===== src/design/cpu65_pkg.sv =====
// Shared types for the 6502 execute unit: transaction payloads, register file and operation codes.
`default_nettype none
package cpu65_pkg;

	typedef struct packed {
		logic [7:0] req_type;
		logic [7:0] operand;
	} req_t;

	typedef struct packed {
		logic [7:0] write_data;
		logic       write_enable;
		logic       branch_taken;
		logic [7:0] status_out;
		logic [7:0] acc_out;
		logic [7:0] x_out;
		logic [7:0] y_out;
		logic       unknown_opcode;
	} rsp_t;

	typedef struct packed {
		logic [7:0] acc;
		logic [7:0] x;
		logic [7:0] y;
		logic [7:0] p;
	} arch_t;

	typedef enum logic [5:0] {
		OP_UNKNOWN,
		OP_ORA, OP_AND, OP_EOR, OP_ADC, OP_STA, OP_LDA, OP_CMP,
		OP_SHIFT_A, OP_SHIFT_M,
		OP_STX, OP_TXA, OP_LDX, OP_TAX, OP_DEC, OP_DEX, OP_INC, OP_NOP,
		OP_BIT, OP_STY, OP_LDY, OP_CPY, OP_CPX,
		OP_PHP, OP_PLP, OP_PHA, OP_DEY, OP_TAY, OP_INY, OP_INX,
		OP_CLC, OP_SEC, OP_CLI, OP_SEI, OP_TYA, OP_CLV, OP_CLD,
		OP_BRANCH
	} op_t;

endpackage
`default_nettype wire


===== src/design/cpu65_decode.sv =====
// Opcode decoder: splits the opcode into its aaa/bbb/cc fields and maps it to an operation.
`default_nettype none
module cpu65_decode
	import cpu65_pkg::*;
(
	input  wire logic [7:0] opcode,
	output op_t             op
);

	// cc column
	localparam logic [1:0] GRP_CTL = 2'b00;
	localparam logic [1:0] GRP_ALU = 2'b01;
	localparam logic [1:0] GRP_RMW = 2'b10;

	// bbb addressing rows
	localparam logic [2:0] BBB_IMM    = 3'b000;
	localparam logic [2:0] BBB_ZP     = 3'b001;
	localparam logic [2:0] BBB_IMPL   = 3'b010;
	localparam logic [2:0] BBB_ABS    = 3'b011;
	localparam logic [2:0] BBB_BRANCH = 3'b100;
	localparam logic [2:0] BBB_ZPX    = 3'b101;
	localparam logic [2:0] BBB_FLAG   = 3'b110;
	localparam logic [2:0] BBB_ABSX   = 3'b111;
	localparam logic [2:0] BBB_ALU_IMM = 3'b010;

	// aaa codes, ALU column
	localparam logic [2:0] ALU_ORA = 3'd0;
	localparam logic [2:0] ALU_AND = 3'd1;
	localparam logic [2:0] ALU_EOR = 3'd2;
	localparam logic [2:0] ALU_ADC = 3'd3;
	localparam logic [2:0] ALU_STA = 3'd4;
	localparam logic [2:0] ALU_LDA = 3'd5;
	localparam logic [2:0] ALU_CMP = 3'd6;

	// aaa codes, read-modify-write column
	localparam logic [2:0] RMW_STX = 3'd4;
	localparam logic [2:0] RMW_LDX = 3'd5;
	localparam logic [2:0] RMW_DEC = 3'd6;
	localparam logic [2:0] RMW_INC = 3'd7;

	// aaa codes, control column
	localparam logic [2:0] CTL_BIT = 3'd1;
	localparam logic [2:0] CTL_STY = 3'd4;
	localparam logic [2:0] CTL_LDY = 3'd5;
	localparam logic [2:0] CTL_CPY = 3'd6;
	localparam logic [2:0] CTL_CPX = 3'd7;

	// aaa codes, implied row of the control column
	localparam logic [2:0] IMP_PHP = 3'd0;
	localparam logic [2:0] IMP_PLP = 3'd1;
	localparam logic [2:0] IMP_PHA = 3'd2;
	localparam logic [2:0] IMP_DEY = 3'd4;
	localparam logic [2:0] IMP_TAY = 3'd5;
	localparam logic [2:0] IMP_INY = 3'd6;
	localparam logic [2:0] IMP_INX = 3'd7;

	// aaa codes, flag row of the control column
	localparam logic [2:0] FLG_CLC = 3'd0;
	localparam logic [2:0] FLG_SEC = 3'd1;
	localparam logic [2:0] FLG_CLI = 3'd2;
	localparam logic [2:0] FLG_SEI = 3'd3;
	localparam logic [2:0] FLG_TYA = 3'd4;
	localparam logic [2:0] FLG_CLV = 3'd5;
	localparam logic [2:0] FLG_CLD = 3'd6;

	logic [2:0] aaa;
	logic [2:0] bbb;
	logic [1:0] cc;
	logic       mem_row;

	assign aaa = opcode[7:5];
	assign bbb = opcode[4:2];
	assign cc  = opcode[1:0];
	// zp, abs, zp-indexed and abs-indexed rows, used by the RMW and control columns
	assign mem_row = (bbb == BBB_ZP) || (bbb == BBB_ABS) || (bbb == BBB_ZPX)
		|| (bbb == BBB_ABSX);

	always_comb begin
		op = OP_UNKNOWN;
		case (cc)
			GRP_ALU: begin
				case (aaa)
					ALU_ORA: op = OP_ORA;
					ALU_AND: op = OP_AND;
					ALU_EOR: op = OP_EOR;
					ALU_ADC: op = OP_ADC;
					ALU_STA: op = (bbb == BBB_ALU_IMM) ? OP_UNKNOWN : OP_STA;
					ALU_LDA: op = OP_LDA;
					ALU_CMP: op = OP_CMP;
					default: op = OP_UNKNOWN;
				endcase
			end
			GRP_RMW: begin
				case (aaa)
					RMW_STX: begin
						if (bbb == BBB_IMPL)
							op = OP_TXA;
						else if ((bbb == BBB_ZP) || (bbb == BBB_ABS) || (bbb == BBB_ZPX))
							op = OP_STX;
					end
					RMW_LDX: begin
						if (bbb == BBB_IMPL)
							op = OP_TAX;
						else if ((bbb == BBB_IMM) || mem_row)
							op = OP_LDX;
					end
					RMW_DEC: begin
						if (bbb == BBB_IMPL)
							op = OP_DEX;
						else if (mem_row)
							op = OP_DEC;
					end
					RMW_INC: begin
						if (bbb == BBB_IMPL)
							op = OP_NOP;
						else if (mem_row)
							op = OP_INC;
					end
					default: begin
						// ASL, ROL, LSR, ROR
						if (bbb == BBB_IMPL)
							op = OP_SHIFT_A;
						else if (mem_row)
							op = OP_SHIFT_M;
					end
				endcase
			end
			GRP_CTL: begin
				case (bbb)
					BBB_BRANCH: op = OP_BRANCH;
					BBB_IMPL: begin
						case (aaa)
							IMP_PHP: op = OP_PHP;
							IMP_PLP: op = OP_PLP;
							IMP_PHA: op = OP_PHA;
							IMP_DEY: op = OP_DEY;
							IMP_TAY: op = OP_TAY;
							IMP_INY: op = OP_INY;
							IMP_INX: op = OP_INX;
							default: op = OP_UNKNOWN;
						endcase
					end
					BBB_FLAG: begin
						case (aaa)
							FLG_CLC: op = OP_CLC;
							FLG_SEC: op = OP_SEC;
							FLG_CLI: op = OP_CLI;
							FLG_SEI: op = OP_SEI;
							FLG_TYA: op = OP_TYA;
							FLG_CLV: op = OP_CLV;
							FLG_CLD: op = OP_CLD;
							default: op = OP_UNKNOWN;
						endcase
					end
					default: begin
						case (aaa)
							CTL_BIT: begin
								if ((bbb == BBB_ZP) || (bbb == BBB_ABS))
									op = OP_BIT;
							end
							CTL_STY: begin
								if ((bbb == BBB_ZP) || (bbb == BBB_ABS) || (bbb == BBB_ZPX))
									op = OP_STY;
							end
							CTL_LDY: begin
								if ((bbb == BBB_IMM) || mem_row)
									op = OP_LDY;
							end
							CTL_CPY: begin
								if ((bbb == BBB_IMM) || (bbb == BBB_ZP) || (bbb == BBB_ABS))
									op = OP_CPY;
							end
							CTL_CPX: begin
								if ((bbb == BBB_IMM) || (bbb == BBB_ZP) || (bbb == BBB_ABS))
									op = OP_CPX;
							end
							default: op = OP_UNKNOWN;
						endcase
					end
				endcase
			end
			default: op = OP_UNKNOWN;
		endcase
	end

endmodule
`default_nettype wire


===== src/design/cpu65_exec.sv =====
// Execute datapath: computes next A/X/Y/P, write byte and branch condition for one operation.
`default_nettype none
module cpu65_exec
	import cpu65_pkg::*;
(
	input  wire op_t        op,
	input  wire logic [7:0] opcode,
	input  wire logic [7:0] operand,
	input  wire arch_t      cur,
	output arch_t           nxt,
	output rsp_t            rsp
);

	localparam int FL_C = 0;
	localparam int FL_Z = 1;
	localparam int FL_I = 2;
	localparam int FL_D = 3;
	localparam int FL_V = 6;
	localparam int FL_N = 7;

	localparam logic [7:0] PUSH_BITS = 8'h30;
	localparam logic [7:0] PULL_MASK = 8'hCF;

	localparam logic [1:0] SH_ASL = 2'd0;
	localparam logic [1:0] SH_ROL = 2'd1;
	localparam logic [1:0] SH_LSR = 2'd2;

	localparam logic [1:0] BR_N = 2'd0;
	localparam logic [1:0] BR_V = 2'd1;
	localparam logic [1:0] BR_C = 2'd2;

	function automatic logic [7:0] set_nz(input logic [7:0] p, input logic [7:0] v);
		logic [7:0] r;
		r = p;
		r[FL_N] = v[7];
		r[FL_Z] = (v == 8'h00);
		return r;
	endfunction

	function automatic logic [7:0] set_cmp(input logic [7:0] p, input logic [7:0] r,
		input logic [7:0] m);
		logic [7:0] q;
		q = set_nz(p, r - m);
		q[FL_C] = (r >= m);
		return q;
	endfunction

	logic [7:0] a, m;
	logic [7:0] p;
	logic [1:0] sh_kind;
	logic [7:0] sh_in;
	logic [7:0] sh_res;
	logic       sh_cout;
	logic [8:0] sum;
	logic       ovf;
	logic       br_flag;

	assign a = cur.acc;
	assign m = operand;
	assign p = cur.p;
	assign sh_kind = opcode[6:5];
	assign sh_in = (op == OP_SHIFT_A) ? a : m;

	// shared shifter for the accumulator and memory forms
	always_comb begin
		case (sh_kind)
			SH_ASL: begin
				sh_res  = {sh_in[6:0], 1'b0};
				sh_cout = sh_in[7];
			end
			SH_ROL: begin
				sh_res  = {sh_in[6:0], p[FL_C]};
				sh_cout = sh_in[7];
			end
			SH_LSR: begin
				sh_res  = {1'b0, sh_in[7:1]};
				sh_cout = sh_in[0];
			end
			default: begin
				sh_res  = {p[FL_C], sh_in[7:1]};
				sh_cout = sh_in[0];
			end
		endcase
	end

	assign sum = {1'b0, a} + {1'b0, m} + {8'h00, p[FL_C]};
	assign ovf = ~(a[7] ^ m[7]) & (a[7] ^ sum[7]);

	always_comb begin
		case (opcode[7:6])
			BR_N:    br_flag = p[FL_N];
			BR_V:    br_flag = p[FL_V];
			BR_C:    br_flag = p[FL_C];
			default: br_flag = p[FL_Z];
		endcase
	end

	always_comb begin
		nxt = cur;
		rsp.write_data     = 8'h00;
		rsp.write_enable   = 1'b0;
		rsp.branch_taken   = 1'b0;
		rsp.unknown_opcode = 1'b0;
		case (op)
			OP_ORA: begin
				nxt.acc = a | m;
				nxt.p   = set_nz(p, a | m);
			end
			OP_AND: begin
				nxt.acc = a & m;
				nxt.p   = set_nz(p, a & m);
			end
			OP_EOR: begin
				nxt.acc = a ^ m;
				nxt.p   = set_nz(p, a ^ m);
			end
			OP_ADC: begin
				nxt.acc      = sum[7:0];
				nxt.p        = set_nz(p, sum[7:0]);
				nxt.p[FL_C]  = sum[8];
				nxt.p[FL_V]  = ovf;
			end
			OP_SHIFT_A: begin
				nxt.acc     = sh_res;
				nxt.p       = set_nz(p, sh_res);
				nxt.p[FL_C] = sh_cout;
			end
			OP_SHIFT_M: begin
				rsp.write_data   = sh_res;
				rsp.write_enable = 1'b1;
				nxt.p            = set_nz(p, sh_res);
				nxt.p[FL_C]      = sh_cout;
			end
			OP_BIT: begin
				nxt.p[FL_N] = m[7];
				nxt.p[FL_V] = m[6];
				nxt.p[FL_Z] = ((a & m) == 8'h00);
			end
			OP_CMP: nxt.p = set_cmp(p, a, m);
			OP_CPX: nxt.p = set_cmp(p, cur.x, m);
			OP_CPY: nxt.p = set_cmp(p, cur.y, m);
			OP_LDA: begin
				nxt.acc = m;
				nxt.p   = set_nz(p, m);
			end
			OP_LDX: begin
				nxt.x = m;
				nxt.p = set_nz(p, m);
			end
			OP_LDY: begin
				nxt.y = m;
				nxt.p = set_nz(p, m);
			end
			OP_TAX: begin
				nxt.x = a;
				nxt.p = set_nz(p, a);
			end
			OP_TAY: begin
				nxt.y = a;
				nxt.p = set_nz(p, a);
			end
			OP_TXA: begin
				nxt.acc = cur.x;
				nxt.p   = set_nz(p, cur.x);
			end
			OP_TYA: begin
				nxt.acc = cur.y;
				nxt.p   = set_nz(p, cur.y);
			end
			OP_INC: begin
				rsp.write_data   = m + 8'h01;
				rsp.write_enable = 1'b1;
				nxt.p            = set_nz(p, m + 8'h01);
			end
			OP_DEC: begin
				rsp.write_data   = m - 8'h01;
				rsp.write_enable = 1'b1;
				nxt.p            = set_nz(p, m - 8'h01);
			end
			OP_INX: begin
				nxt.x = cur.x + 8'h01;
				nxt.p = set_nz(p, cur.x + 8'h01);
			end
			OP_DEX: begin
				nxt.x = cur.x - 8'h01;
				nxt.p = set_nz(p, cur.x - 8'h01);
			end
			OP_INY: begin
				nxt.y = cur.y + 8'h01;
				nxt.p = set_nz(p, cur.y + 8'h01);
			end
			OP_DEY: begin
				nxt.y = cur.y - 8'h01;
				nxt.p = set_nz(p, cur.y - 8'h01);
			end
			OP_CLC: nxt.p[FL_C] = 1'b0;
			OP_SEC: nxt.p[FL_C] = 1'b1;
			OP_CLI: nxt.p[FL_I] = 1'b0;
			OP_SEI: nxt.p[FL_I] = 1'b1;
			OP_CLV: nxt.p[FL_V] = 1'b0;
			OP_CLD: nxt.p[FL_D] = 1'b0;
			OP_PHP: begin
				// pushed copy carries B and the unused bit set
				rsp.write_data   = p | PUSH_BITS;
				rsp.write_enable = 1'b1;
			end
			OP_PLP: nxt.p = m & PULL_MASK;
			OP_PHA, OP_STA: begin
				rsp.write_data   = a;
				rsp.write_enable = 1'b1;
			end
			OP_STX: begin
				rsp.write_data   = cur.x;
				rsp.write_enable = 1'b1;
			end
			OP_STY: begin
				rsp.write_data   = cur.y;
				rsp.write_enable = 1'b1;
			end
			OP_BRANCH: rsp.branch_taken = (br_flag == opcode[5]);
			OP_NOP: ;
			default: rsp.unknown_opcode = 1'b1;
		endcase
		rsp.status_out = nxt.p;
		rsp.acc_out    = nxt.acc;
		rsp.x_out      = nxt.x;
		rsp.y_out      = nxt.y;
	end

endmodule
`default_nettype wire


===== src/design/cpu_6502_execute_unit.sv =====
// Top level of the 6502 execute unit: input register, register file, result register.
// Executes one 6502 opcode per transaction on an operand byte that an outside sequencer already
// fetched, keeping A, X, Y and P. A transaction is captured in an input register, executed by
// combinational decode and 8-bit ALU logic against the register file, and its result is written
// into the result register. One transaction is accepted every cycle while results are taken; a
// stalled result holds the input register, which then stalls the request side. The register file
// updates as each result is registered, so a following opcode sees its predecessor's effect with
// no gap. Only binary arithmetic is done; SBC, SED, PLA, stack pointer, jumps, interrupts and
// unofficial opcodes report unknown_opcode and change nothing.
`default_nettype none
module cpu_6502_execute_unit
	import cpu65_pkg::*;
(
	input  wire logic clk,
	input  wire logic arst_n,
	input  wire logic req_valid,
	output logic      req_stall,
	input  wire req_t req,
	output logic      rsp_valid,
	input  wire logic rsp_stall,
	output rsp_t      rsp
);

	logic  valid_s1;
	req_t  req_s1;
	arch_t arch_q;
	arch_t arch_nxt;
	op_t   op;
	rsp_t  rsp_nxt;
	logic  rsp_valid_q;
	rsp_t  rsp_q;
	logic  advance;
	logic  accept;

	// advance the input register into the result register when the latter is free or draining
	assign advance   = valid_s1 && (!rsp_valid_q || !rsp_stall);
	assign req_stall = valid_s1 && !advance;
	assign accept    = req_valid && !req_stall;

	cpu65_decode u_decode (
		.opcode (req_s1.req_type),
		.op     (op)
	);

	cpu65_exec u_exec (
		.op      (op),
		.opcode  (req_s1.req_type),
		.operand (req_s1.operand),
		.cur     (arch_q),
		.nxt     (arch_nxt),
		.rsp     (rsp_nxt)
	);

	always_ff @(posedge clk or negedge arst_n) begin
		if (!arst_n) begin
			valid_s1 <= 1'b0;
		end else if (accept) begin
			valid_s1 <= 1'b1;
		end else if (advance) begin
			valid_s1 <= 1'b0;
		end
	end

	always_ff @(posedge clk) begin
		if (accept) begin
			req_s1 <= req;
		end
	end

	always_ff @(posedge clk or negedge arst_n) begin
		if (!arst_n) begin
			arch_q      <= '0;
			rsp_valid_q <= 1'b0;
		end else if (advance) begin
			arch_q      <= arch_nxt;
			rsp_valid_q <= 1'b1;
		end else if (!rsp_stall) begin
			rsp_valid_q <= 1'b0;
		end
	end

	always_ff @(posedge clk) begin
		if (advance) begin
			rsp_q <= rsp_nxt;
		end
	end

	assign rsp_valid = rsp_valid_q;
	assign rsp       = rsp_q;

	// reported registers match the register file right after a result is registered
	a_arch_matches_rsp: assert property (@(posedge clk) disable iff (!arst_n)
		advance |=> (arch_q.acc == rsp_q.acc_out) && (arch_q.x == rsp_q.x_out)
			&& (arch_q.y == rsp_q.y_out) && (arch_q.p == rsp_q.status_out))
		else $error("register file differs from reported result");

	// an unknown opcode leaves the register file untouched
	a_unknown_no_change: assert property (@(posedge clk) disable iff (!arst_n)
		advance && rsp_nxt.unknown_opcode |=> arch_q == $past(arch_q))
		else $error("unknown opcode changed register state");

	// an unknown opcode never writes or branches
	a_unknown_quiet: assert property (@(posedge clk) disable iff (!arst_n)
		rsp_valid_q && rsp_q.unknown_opcode |-> !rsp_q.write_enable && !rsp_q.branch_taken)
		else $error("unknown opcode reported a write or branch");

	// hold the input register while the result register is blocked
	a_s1_holds: assert property (@(posedge clk) disable iff (!arst_n)
		valid_s1 && rsp_valid_q && rsp_stall |=> valid_s1 && $stable(req_s1))
		else $error("input register lost a pending transaction");

endmodule
`default_nettype wire

===== config.mk =====
export PLATFORM = sky130hd
export DESIGN_NAME = cpu_6502_execute_unit
export DESIGN_NICKNAME = d
export VERILOG_FILES = /design/src/design/cpu65_pkg.sv /design/src/design/cpu65_decode.sv /design/src/design/cpu65_exec.sv /design/src/design/cpu_6502_execute_unit.sv
export SDC_FILE = /design/constraint.sdc
export NUM_CORES = 1
export LEC_CHECK = 0
export ABC_AREA = 1
export ABC_CLOCK_PERIOD_IN_PS = 3530
export BUFFER_PORTS_ARGS = -buffer_cell sky130_fd_sc_hd__buf_4
export CAP_MARGIN = 20
export CORE_MARGIN = 10
export CORE_UTILIZATION = 60
export CTS_BUF_LIST = sky130_fd_sc_hd__clkbuf_4
export DETAILED_ROUTE_END_ITERATION = 7
export HOLD_SLACK_MARGIN = 0.1
export PLACE_DENSITY = 0.87
export SLEW_MARGIN = 20
export SYNTH_ARGS = -nofsm -noshare
export SYNTH_HDL_FRONTEND = slang
export SYNTH_SLANG_ARGS = --single-unit

===== constraint.sdc =====
create_clock -name clk -period 3.53 [get_ports clk]
set_input_delay 0.706 -clock clk [delete_from_list [all_inputs] [get_ports clk]]
set_output_delay 0.706 -clock clk [all_outputs]
set_load 0.02 [all_outputs]

==> qor.txt <==
status - finished, final reports clean
crit end category - register
synthesized area per cell - 7.288 µm²
register area share after synthesis - 30.32%
# port buffers - 64
largest net degree at the start of global routing - 50
worst path required time - 3820 ps
vias in the first global route - 8931
FMAX - 298.4 MHz
Slew HR - 56.12%
Synth Cell Area - 8651 µm²
Critical Path Max Stage Delay - 430 ps
register bit count reported by yosys - 93
num rows - 43
die width - 140.1 µm
gr usage total - 32.90%
global-route wire length before repair - 50850 µm
Unique masters post-synth - 58
TritonCTS clock tree - yes
drt first-iter violations - 1602
H-tree depth - 3
most common cell after layout, fill and taps aside - nand2_1
Util after Layout - 70.15%
Clock Root Buffer - clkbuf_4
endpoints failing setup - 0
HP Class - input port to asynchronous set/reset pin
clock insertion delay at the later pin of the skew report - 520 ps
P_leak - 4.701 nW
detailed-route DRC error count - 0
Mapped Cells - 1187
period utilization - 94.93%
setup tns final - 0 ps
grt total ovfl - 0
Final HPWL DP - 26510 µm
Primary FF master, synth - edfxtp_1
CTS sink count - 93
die area - 19620 µm²
critical path type - register to register
Fin. Hold Viols - 0
# IOs - 65
CP cell instances - inv_1 > ha_1 > nor2_1 > nand2_1 > nand2_1 > nand2_1 > nand3_1 > nand2_1 > a21oi_2 > nand2_1 > inv_2 > nand2_1 > nor2_1 > inv_1 > o221ai_1 > a211oi_1 > o21ai_0
Cells after DPL - 1458
fin nets - 1378
worst-margin pin slew - 657.5 ps
Core Footprint - 13990 µm²
Detail Route Antenna Nets - 0
Power Density - 632.5 nW/µm²
Final Max Tran Viols - 0
Vias/cell - 6.534
DIE HEIGHT - 140.1 µm
Post-synth EDFFs - 59
clock slew at reported path FFs - 190 ps
Synth-to-Final Area Change - 13.44%
CTS Buf Count - 9
clock skew - 48.01 ps
routed wire length per instance - 22.81 µm
Synth async-reset ratio - 36.56%
min cycle time layout - 3351 ps
max-cap violations - 0
Worst VDD drop - 0.4968 mV
signal arrival time at the worst endpoint - 3640 ps
crit-path max FO - 5
initial antenna violation count - 0
antenna fix cells - 0
final std cells w/o fill - 1477
RSZ-0062 raised after global routing - no
initial core utilization - 61.84%
wirelength, routed - 33690 µm
share of cells above drive strength 1 - 17.73%
Slowest cell on crit path - edfxtp_1
number of synthesis warnings - 0
final RePlAce weighted congestion - 1.124
most frequent cells in the layout - nand2_1, buf_4, inv_1
CTS max path bufs - 2
most frequent CP cell - nand2_1
Startpoint Class - register
1st-pass router iterations - 8
Synth Net Count - 1273
routed via count - 9650
## power by group
| group | switching [mW] | leakage [nW] | internal [mW] | total [mW] |
|---|---|---|---|---|
| sequential | 0.361 | 1.02 | 1.50 | 1.86 |
| clock | 0.431 | 0.0571 | 0.161 | 0.592 |
| combinational | 2.48 | 3.63 | 1.28 | 3.75 |
| total | 3.27 | 4.70 | 2.94 | 6.21 |
## cells by family (layout without fill, tap and decap cells)
group	count (synthesis)	after routing	synth area share (%)
AND/OR/NAND/NOR	606	607	32.28
flip-flops	93	93	30.32
buffers and inverters	169	278	7.752
adder cells (fa/ha/maj)	66	66	9.980
XOR/XNOR	52	52	5.265
AO/OA/AOI/OAI	201	201	14.41
## synth_stat cells (all sizes together), types with 2 or more instances
cell type | instances | share of area, %
a22oi | 4 | 0.40
edfxtp | 59 | 20
o21a | 4 | 0.35
nor3 | 25 | 1.8
clkbuf | 16 | 0.69
buf | 10 | 0.85
fa | 5 | 1.2
clkinv | 4 | 0.17
nor3b | 4 | 0.40
a21oi | 43 | 2.6
a221oi | 15 | 1.5
or2 | 3 | 0.22
a31oi | 5 | 0.54
nor4 | 6 | 0.51
nand3 | 94 | 5.8
ha | 61 | 8.8
a211oi | 4 | 0.35
o2111ai | 4 | 0.40
nand4 | 28 | 2.0
o22ai | 36 | 2.7
xnor2 | 7 | 0.71
nand3b | 2 | 0.17
xor2 | 45 | 4.6
dfrtp | 34 | 9.8
nor2 | 121 | 6.1
inv | 139 | 6.0
o221ai | 4 | 0.40
o211ai | 7 | 0.61
nand2 | 321 | 15
o21ai | 70 | 4.1
a21boi | 2 | 0.17
## worst max-delay path: cells and delay by family (launching register included)
kind	cells	cell delay, ps
AND/OR/NAND/NOR	9	1290
AO/OA/AOI/OAI	4	720
flip-flops	1	430
buffers and inverters	3	420
adder cells (fa/ha/maj)	1	290
## routing by layer
layer	vias up	global-route usage (%)	routed length, µm
met2	814	48.21	14080
met3	188	10.14	4902
met5	-	0	0
met4	0	18.70	2242
met1	4404	42.06	12470
li1	4244	-	-
## per-stage QoR
stage / power [mW] / hold slack, ps / setup slack [ps] / cell area (µm²)
global route: 6.505 / 172.3 / 3.938 / 9813
CTS: 6.019 / 149.9 / 10.44 / 9752
global placement: 5.337 / 478.5 / 86.63 / 9634
floorplan: 4.155 / 410.4 / 780.4 / 8651
detailed placement: 5.445 / 494.6 / 7.269 / 9634
finish: 6.207 / 150.4 / 179.1 / 9813
## final cells by class
| type | count | area, µm² |
|---|---|---|
| Tap cell | 180 | 225.2 |
| Clock buffer | 11 | 82.58 |
| Inverter | 143 | 538.0 |
| Fill cell | 1174 | 4175 |
| Clock inverter | 5 | 35.03 |
| Multi-Input combinational cell | 926 | 5404 |
| Timing Repair Buffer | 119 | 905.9 |
| Sequential cell | 93 | 2623 |
## what timing repair did
action	CTS	global route
hold endpoints to repair	0	0
gates resized for setup	0	10
setup endpoints to repair	0	35
buffers inserted	0	2
hold buffers	0	0
## sequential cells by signal (all words and copies together) (netlist names)
| name | flops |
|---|---|
| rsp | 43 |
| arch_q | 32 |
| req_s1 | 16 |
| rsp_valid | 1 |
| valid_s1 | 1 |
## final timing paths
kind                       slack [ps]  cells past startpoint    endpoint  startpoint
max                               180                     17     rsp[37]  req_s1[13]
min                               150                      1  arch_q[24]      arst_n
max reg2reg                       180                     17     rsp[37]  req_s1[13]
min reg2reg                       530                      2   arch_q[5]   arch_q[5]
max in group asynchronous        2990                      1   arch_q[6]      arst_n
min in group clk                  340                      1   req_s1[5]      req[5]
Power figures use the tool's default switching activity.
